$ cat src/design/fqs_pkg.sv
// ----------------------------------------------------------------------------
// fqs_pkg
// Shared types and constants for the searchable FIFO queue.
// ----------------------------------------------------------------------------
package fqs_pkg;

   localparam int DEPTH  = 16;
   localparam int DATA_W = 32;
   localparam int POS_W  = $clog2(DEPTH);
   localparam int CNT_W  = $clog2(DEPTH + 1);

   localparam logic signed [DATA_W-1:0] NONE_VALUE = -1;

   typedef enum logic [2:0] {
      CMD_ENQUEUE = 3'd0,
      CMD_DEQUEUE = 3'd1,
      CMD_FIND    = 3'd2,
      CMD_READ    = 3'd3,
      CMD_CLEAR   = 3'd4
   } cmd_type;

   typedef enum logic [2:0] {
      ST_OK        = 3'd0,
      ST_EMPTY     = 3'd1,
      ST_NOT_FOUND = 3'd2,
      ST_RANGE     = 3'd3,
      ST_FULL      = 3'd4
   } status_type;

   typedef struct packed {
      logic shift;
      logic load;
   } cell_ctrl_type;

endpackage

$ cat src/design/fqs_cell.sv
// ----------------------------------------------------------------------------
// fqs_cell
// One queue slot: takes its neighbor's word on a dequeue shift, the
// incoming word on an enqueue load, and compares its word with the key.
// ----------------------------------------------------------------------------
module fqs_cell (
   input  logic                                clock,
   input  fqs_pkg::cell_ctrl_type              ctrl,
   input  logic signed [fqs_pkg::DATA_W-1:0]   load_value,
   input  logic signed [fqs_pkg::DATA_W-1:0]   neighbor_value,
   input  logic signed [fqs_pkg::DATA_W-1:0]   key,
   output logic signed [fqs_pkg::DATA_W-1:0]   value,
   output logic                                hit
);

   logic signed [fqs_pkg::DATA_W-1:0] value_ff;
   logic signed [fqs_pkg::DATA_W-1:0] value_in;

   always_comb begin
      priority if (ctrl.shift) begin
         value_in = neighbor_value;
      end else if (ctrl.load) begin
         value_in = load_value;
      end else begin
         value_in = value_ff;
      end
   end

   always_ff @(posedge clock) begin
      value_ff <= value_in;
   end

   assign value = value_ff;
   assign hit   = (value_ff == key);

endmodule

$ cat src/design/fifo_queue_with_search_core.sv
// ----------------------------------------------------------------------------
// fifo_queue_with_search_core
// Response: registered, appearing in the cycle after its request word
// is accepted. Throughput: one request word per cycle unless a response is
// held under rsp_stall; each cell shifts or loads and compares with the key.
// Reset: synchronous; clears the fill count and the response valid. Cell
// contents are not reset and are only read below the fill count.
// ----------------------------------------------------------------------------
module fifo_queue_with_search_core (
   input  logic                clock,
   input  logic                reset,
   input  logic                req_valid,
   output logic                req_stall,
   input  logic [2:0]          req_command,
   input  logic signed [31:0]  req_item_value,
   input  logic [4:0]          req_position,
   output logic                rsp_valid,
   input  logic                rsp_stall,
   output logic [2:0]          rsp_status,
   output logic signed [31:0]  rsp_read_value,
   output logic [3:0]          rsp_found_position,
   output logic [4:0]          rsp_entry_count,
   output logic                rsp_is_empty_flag
);

   localparam int DEPTH = fqs_pkg::DEPTH;
   localparam int POS_W = fqs_pkg::POS_W;
   localparam int CNT_W = fqs_pkg::CNT_W;

   logic                               accept;
   logic [CNT_W-1:0]                   count_ff;
   logic [CNT_W-1:0]                   count_in;
   logic                               enq_ok;
   logic                               deq_ok;
   logic signed [fqs_pkg::DATA_W-1:0]  cell_value [DEPTH];
   logic [DEPTH-1:0]                   cell_hit;
   logic [DEPTH-1:0]                   live_hit;
   fqs_pkg::cell_ctrl_type             cell_ctrl [DEPTH];
   logic [POS_W-1:0]                   found_pos;

   logic                               rsp_valid_ff;
   logic                               rsp_valid_in;
   fqs_pkg::status_type                status_ff;
   fqs_pkg::status_type                status_in;
   logic signed [fqs_pkg::DATA_W-1:0]  read_value_ff;
   logic signed [fqs_pkg::DATA_W-1:0]  read_value_in;
   logic [POS_W-1:0]                   found_ff;
   logic [POS_W-1:0]                   found_in;
   logic [CNT_W-1:0]                   count_out_ff;

   assign req_stall = rsp_valid_ff & rsp_stall;
   assign accept    = req_valid & ~req_stall;

   genvar gi;
   generate
      for (gi = 0; gi < DEPTH; gi++) begin : g_cell
         logic signed [fqs_pkg::DATA_W-1:0] nbr;
         if (gi == DEPTH - 1) begin : g_last
            assign nbr = cell_value[gi];
         end else begin : g_mid
            assign nbr = cell_value[gi+1];
         end
         assign cell_ctrl[gi].shift = deq_ok;
         assign cell_ctrl[gi].load  = enq_ok & (count_ff == CNT_W'(gi));
         assign live_hit[gi]        = cell_hit[gi] & (CNT_W'(gi) < count_ff);
         fqs_cell u_cell (
            .clock          (clock),
            .ctrl           (cell_ctrl[gi]),
            .load_value     (req_item_value),
            .neighbor_value (nbr),
            .key            (req_item_value),
            .value          (cell_value[gi]),
            .hit            (cell_hit[gi])
         );
      end
   endgenerate

   always_comb begin
      found_pos = '0;
      for (int i = DEPTH - 1; i >= 0; i--) begin
         if (live_hit[i]) begin
            found_pos = POS_W'(i);
         end
      end
   end

   always_comb begin
      enq_ok        = 1'b0;
      deq_ok        = 1'b0;
      count_in      = count_ff;
      status_in     = fqs_pkg::ST_OK;
      found_in      = '0;
      read_value_in = (count_ff != '0) ? cell_value[0] : fqs_pkg::NONE_VALUE;
      if (accept) begin
         unique case (fqs_pkg::cmd_type'(req_command))
            fqs_pkg::CMD_ENQUEUE: begin
               if (count_ff >= CNT_W'(DEPTH)) begin
                  status_in = fqs_pkg::ST_FULL;
               end else begin
                  enq_ok   = 1'b1;
                  count_in = count_ff + CNT_W'(1);
               end
            end
            fqs_pkg::CMD_DEQUEUE: begin
               if (count_ff == '0) begin
                  status_in = fqs_pkg::ST_EMPTY;
               end else begin
                  deq_ok   = 1'b1;
                  count_in = count_ff - CNT_W'(1);
               end
            end
            fqs_pkg::CMD_FIND: begin
               if (|live_hit) begin
                  found_in = found_pos;
               end else begin
                  status_in = fqs_pkg::ST_NOT_FOUND;
               end
            end
            fqs_pkg::CMD_READ: begin
               if (CNT_W'(req_position) < count_ff) begin
                  read_value_in = cell_value[req_position[POS_W-1:0]];
               end else begin
                  status_in     = fqs_pkg::ST_RANGE;
                  read_value_in = fqs_pkg::NONE_VALUE;
               end
            end
            fqs_pkg::CMD_CLEAR: begin
               count_in = '0;
            end
            default: begin
            end
         endcase
      end
   end

   always_comb begin
      priority if (accept) begin
         rsp_valid_in = 1'b1;
      end else if (rsp_stall) begin
         rsp_valid_in = rsp_valid_ff;
      end else begin
         rsp_valid_in = 1'b0;
      end
   end

   always_ff @(posedge clock) begin
      if (reset) begin
         count_ff     <= '0;
         rsp_valid_ff <= 1'b0;
      end else begin
         count_ff     <= count_in;
         rsp_valid_ff <= rsp_valid_in;
      end
   end

   always_ff @(posedge clock) begin
      if (accept) begin
         status_ff     <= status_in;
         read_value_ff <= read_value_in;
         found_ff      <= found_in;
         count_out_ff  <= count_in;
      end
   end

   assign rsp_valid          = rsp_valid_ff;
   assign rsp_status         = status_ff;
   assign rsp_read_value     = read_value_ff;
   assign rsp_found_position = found_ff;
   assign rsp_entry_count    = count_out_ff;
   assign rsp_is_empty_flag  = (count_out_ff == '0);

endmodule

$ cat config.mk
export PLATFORM = sky130hd
export DESIGN_NAME = fifo_queue_with_search_core
export DESIGN_NICKNAME = d
export VERILOG_FILES = /design/src/design/fqs_pkg.sv /design/src/design/fqs_cell.sv /design/src/design/fifo_queue_with_search_core.sv
export SDC_FILE = /design/constraint.sdc
export NUM_CORES = 1
export LEC_CHECK = 0
export ABC_CLOCK_PERIOD_IN_PS = 7800
export BUFFER_PORTS_ARGS = -buffer_cell sky130_fd_sc_hd__buf_2
export CAP_MARGIN = 20
export CORE_MARGIN = 2
export CORE_UTILIZATION = 40
export DETAILED_ROUTE_END_ITERATION = 7
export SYNTH_ARGS = -nofsm -noshare
export SYNTH_HDL_FRONTEND = slang
export SYNTH_SLANG_ARGS = --single-unit
$ cat constraint.sdc
create_clock -name clock -period 7.8 [get_ports clock]
set_input_delay 1.56 -clock clock [delete_from_list [all_inputs] [get_ports clock]]
set_output_delay 1.56 -clock clock [all_outputs]
set_load 0.02 [all_outputs]
# Word level (Yosys, flattened, before mapping)
# Index checks and enable logic that the tools add are counted.
# Widths: inputs -> output; s select.
[word_totals] regBits=562 input_bits=44 wordCells=214 out_inout_bits=47
[op_classes] add_sub_neg=2 n_eq_ne=36 n_reduce_logical=25 bitwise=39 magnitude_cmp=19 n_mux=68
[ops] cell="$mux 32" count=35
[ops] cell="$eq 32x32->1" count=16
[ops] cell="$bmux 32 s4" count=1
[ops] cell="$eq 5x4->1 const B" count=8
[ops] cell="$lt 4x5->1 const A" count=8
[ops] cell="$and 1x1->1" count=34
[ops] cell="$mux 4" count=8
[ops] cell="$reduce_bool 2->1" count=15
[ops] cell="$eq 5x3->1 const B" count=4
[ops] cell="$lt 3x5->1 const A" count=4
[ops] cell="$reduce_or 16->1" count=1
[ops] cell="$mux 3" count=5
[ops] cell="$mux 5" count=3
[ops] cell="$pmux 5 s3" count=1
[ops] cell="$pmux 3 s4" count=1
[ops] cell="$eq 5x2->1 const B" count=2
[ops] cell="$ge 5x5->1 const B" count=2
[ops] cell="$logic_not 5->1" count=2
[ops] cell="$lt 1x5->1 const A" count=2
[ops] cell="$lt 2x5->1 const A" count=2
[ops] cell="$mux 1" count=10
[ops] cell="$reduce_or 10->1" count=1
[ops] cell="$mux 2" count=4
[ops] cell="$eq 3x2->1 const B" count=2
[ops] cell="15 further kinds" count=18

# Longest topological paths before layout
[logic_depth] depth_word=17 ltp_mapped=12 depth_no_buf=10

# Cells and area by module
# A second synthesis with hierarchy kept.
[unflattened] cells_unflattened=2263 hier_area_um2=34205.3
[modules_own_cells] module="fqs_cell" cells_per_inst=112 seq_area_each_um2=960.9 area_each_um2=1712.9 instances=16
[modules_own_cells] module="fifo_queue_with_search_core" cells_per_inst=471 seq_area_each_um2=1441.4 area_each_um2=6799.0 instances=1

# Worst setup path before layout
# OpenSTA, ideal clock, no wires.
[synth_path] path_kind="input port to flip-flop" start="input req_command[0]" end="register g_cell[5].u_cell.value_ff (netlist bit g_cell[5].u_cell.value[0]) (enable)" setup_slack_ns=1.191 required_time_ns=7.289 setup_ns=0.511 arrival_time_ns=6.098 cell_stages=6 path_buffers=2 path_cell_list="clkbuf_1 -> or3_1 -> clkbuf_1 -> nor3_1 -> nand2_1 -> o41ai_1"
[synth_between] elab_chain_len=5 elab_cells_between_ends=8 classes_between="eq/ne (1); mux (4); bitwise (1); reduce/logical (2)"
[synth_lines] item="from (decl)" line="fifo_queue_with_search_core.sv:14" rtl="input logic [2:0] req_command,"
[synth_lines] item="$logic_not 3->1" line="fifo_queue_with_search_core.sv:95" rtl="unique case (fqs_pkg::cmd_type'(req_command))"
[synth_lines] item="$mux 1" line="fifo_queue_with_search_core.sv:95"
[synth_lines] item="$mux 1" line="fifo_queue_with_search_core.sv:94" rtl="if (accept) begin"
[synth_lines] item="$and 1x1->1" line="fifo_queue_with_search_core.sv:64" rtl="assign cell_ctrl[gi].load = enq_ok & (count_ff == CNT_W'(gi));"
[synth_lines] item="$reduce_bool 2->1 (no source line) (*)"
[synth_lines] item="to (signal assigned)" line="fqs_cell.sv:30" rtl="value_ff <= value_in;"
[synth_lines] item="to (decl)" line="fqs_cell.sv:16" rtl="logic signed [fqs_pkg::DATA_W-1:0] value_ff;"
# Mark *: on every way between the ends. The rest lies on a longest branch, timed or not.
# A chain may end at the register's enable or synchronous reset.

# Worst setup path in the final report
[layout_path] start="input req_command[1]" end="register g_cell[14].u_cell.value_ff (netlist bit g_cell[14].u_cell.value[18]) (enable)"
[layout_between] elab_chain_len=5 elab_cells_between_ends=8 classes_between="eq/ne (1); mux (4); bitwise (1); reduce/logical (2)"
[layout_lines] item="$logic_not 3->1" line="fifo_queue_with_search_core.sv:95"
[layout_lines] item="$mux 1" line="fifo_queue_with_search_core.sv:95"
[layout_lines] item="$mux 1" line="fifo_queue_with_search_core.sv:94"
[layout_lines] item="$and 1x1->1" line="fifo_queue_with_search_core.sv:64"
[layout_lines] item="$reduce_bool 2->1 (no source line) (*)"
[layout_lines] item="to (signal assigned)" line="fqs_cell.sv:30"
[layout_lines] item="to (decl)" line="fqs_cell.sv:16"
# Marks and branches as above.

==> flow_summary.ini <==
[detailed_routing]
avgViaCountPerCell = 6.19
number_of_nets_with_antenna_violations_after_detailed_routing = 0
drt_first_pass_iters = 6
detail_route.drc_violations = 0
routed-via-count = 24100
route.detailed.wl_per_inst_um = 35.4
drt-initial-drc-count = 3988
drt-total-wl_um = 138000

[layout]
layout.filler_cells = 7417
drive_gt1_frac = 0.142
finish.utilization = 0.447
design.final.nets = 2850
finish.cell_count_without_fillers = 3900
layout_commonest_cell = nand2_1
final_cell_mix = nand2_1 (1016), edfxtp_1 (556), xor2_1 (344), xnor2_1 (169), mux4_2 (160)
area.growth.synth_to_final_pct = 10.5

[worst_setup_path]
critical_path_required_ns = 8.04
crit_path_end_kind = register
data_arrival_time_of_the_critical_path_ns = 4.86
startpoint_type = primary input
worstPathMaxFanout = 22
timing.setup.critical_path_class = in -> reg

[yosys]
netlist.top_cell.by_area = edfxtp_1
yosysWarningCount = 0
postSynthAreaPerCell_um2 = 11.4
synth.ff_latch_count = 562
synthArstFlopShare = 0
synth_top_cells_by_area = edfxtp_1 (52%), nand2_1 (12%), mux4_2 (11%)
synth_cells = 2808
synth_flop_cell = edfxtp_1
synthDistinctLibCells = 51
synthesis.area_um2 = 32000
synth-edff-count = 556
share_of_synthesized_area_occupied_by_flip_flops_and_latches = 0.526
syn-num-nets = 2861
synth_top_area_frac = 0.522

[place]
gp_routability_congestion = 1.08
dp_hpwl_um = 99900
io_buffers = 90
place.detailed.instances = 3777

[power_and_ir_drop]
power.ir.vdd_worst_uv = 141
power_density_nw_per_um2 = 204
cellLeakagePower_uw = 0.0121

[sta]
timing.slew.headroom = 0.153
worst-slew-pin-transition_ns = 1.26
period_needed_ns = 4.62
maxClockFrequency_ghz = 0.217
worst_clock_skew_ns = 0.0242
report.final.slew_viol_count = 0
finalSetupTns_ns = 0
setup_viol = 0
rsz0062_at_grt = false
report.final.hold_viol_count = 0
final.period_utilization = 0.592

[global_routing]
largest_net_degree_at_the_start_of_global_routing = 192
initial_antenna_violation_count = 18
grt_pass1_vias = 22500
grt_usage = 0.335
grt_first_pass_wirelength_um = 189000
globalRouteOverflowTotal = 0

[clock_tree]
tritoncts = yes
root_buffer = clkbuf_16
cts.clk_slew.worst_paths_ns = 0.06
cts_max_path_buffers = 3
cts-htree-levels = 3
numClockSinks = 562
number_of_hold_repair_buffers_added_at_the_cts_stage = 0
clkLatencyLatePin_ns = 0.63
cts_inserted_buffers = 67
post_cts.repair.setup_buffers = 0
cts.repair.resized = 0

[run]
max_cap_viol_count = 0

[status]
outcome = completed

[floorplanning]
rows = 103
dieHeight_um = 287
floorplan.initialDensity = 0.404
die_width_um = 287
core-area_um2 = 79100
design.portCount = 91
die_footprint_um2 = 82300

[min_path]
hold_path_class = reg -> reg
==> metal layers <==
layer | part of all wire | global-route usage
met5 | 0.00081 | 0
met4 | 0.066 | 0.192
met3 | 0.12 | 0.0880
met2 | 0.43 | 0.487
met1 | 0.38 | 0.452
==> worst max-delay path: stages <==
cell and delay [ns]:
buf_2 0.17, or3_1 0.50, nor3_1 0.77, nand2_1 0.47, o21ai_4 0.70, buf_4 0.62
==> cell type report <==
| type | count | area [um2] | area share |
|---|---|---|---|
| Clock buffer | 84 | 1830 | 0.0516 |
| Sequential cell | 562 | 16800 | 0.476 |
| Tap cell | 1050 | 1310 | 0.0372 |
| Multi-Input combinational cell | 2031 | 14300 | 0.404 |
| Clock inverter | 33 | 279 | 0.00789 |
| Inverter | 10 | 38.8 | 0.00110 |
| Timing Repair Buffer | 125 | 772 | 0.0218 |
| Antenna cell | 5 | 12.5 | 0.000354 |
==> path summary, 6_finish.rpt <==
| kind | slack (ns) | end | cells after the start | start |
|---|---|---|---|---|
| max | 3.18 | g_cell[14].u_cell.value[18] | 6 | req_command[1] |
| max reg2reg | 3.84 | g_cell[12].u_cell.value[18] | 9 | count_ff[1] |
| min | 0.59 | rsp_valid | 4 | rsp_valid |
| min reg2reg | 0.59 | rsp_valid | 4 | rsp_valid |
==> where the power goes <==
group          internal, uW  switching (uW)
Clock                  1820            1330
Combinational           215             478
Sequential             3340            18.2
==> synthesized netlist by cell type, types with 3 or more instances <==
master,n
dfxtp_1,6
o21ai_0,21
a211oi_1,3
clkbuf_1,113
nor2_1,18
mux4_2,160
buf_2,41
nand2b_1,4
nand3_1,25
nor4_2,3
nor3_1,20
xnor2_1,169
inv_1,10
nand2_1,1019
buf_4,13
nor4_1,88
a21oi_1,18
buf_6,19
nand4_1,57
nor2b_1,8
xor2_1,344
o22a_1,32
edfxtp_1,556
a31oi_1,3
buf_1,19
ha_1,9
==> kinds of logic (layout without fill, tap and decap cells) <==
family	Yosys count	count (layout)	share of synthesized area
AOI/OAI and AO/OA	92	92	0.0205
xor gates and xnor gates	513	513	0.140
adders and majority gates	9	9	0.00352
buffers and inverters	215	252	0.0328
DFF	562	562	0.526
muxes	161	161	0.113
other	0	5	0
and+or+nand+nor	1256	1256	0.164
==> sequential cells by signal, indices dropped and copies added (netlist names) <==
name	cells
rsp_status	3
rsp_found_position	4
rsp_valid	1
g_cell.u_cell.value	512
rsp_entry_count	5
rsp_read_value	32
count_ff	5
==> stage by stage <==
| stage | cell area [um2] | hold slack (ns) | setup WS [ns] | total power [uW] |
|---|---|---|---|---|
| 3_5_place_dp | 33200 | 0.580 | 2.64 | 4100 |
| 5_1_grt | 35300 | 0.613 | 3.08 | 7330 |
| 3_3_place_gp | 33200 | 0.563 | 2.36 | 4090 |
| 4_1_cts | 35300 | 0.593 | 3.31 | 7190 |
| 6_report | 35400 | 0.590 | 3.18 | 7200 |
| 2_1_floorplan | 32000 | 0.557 | 1.19 | 3840 |
Note: power is estimated with default switching activity, not from simulation.
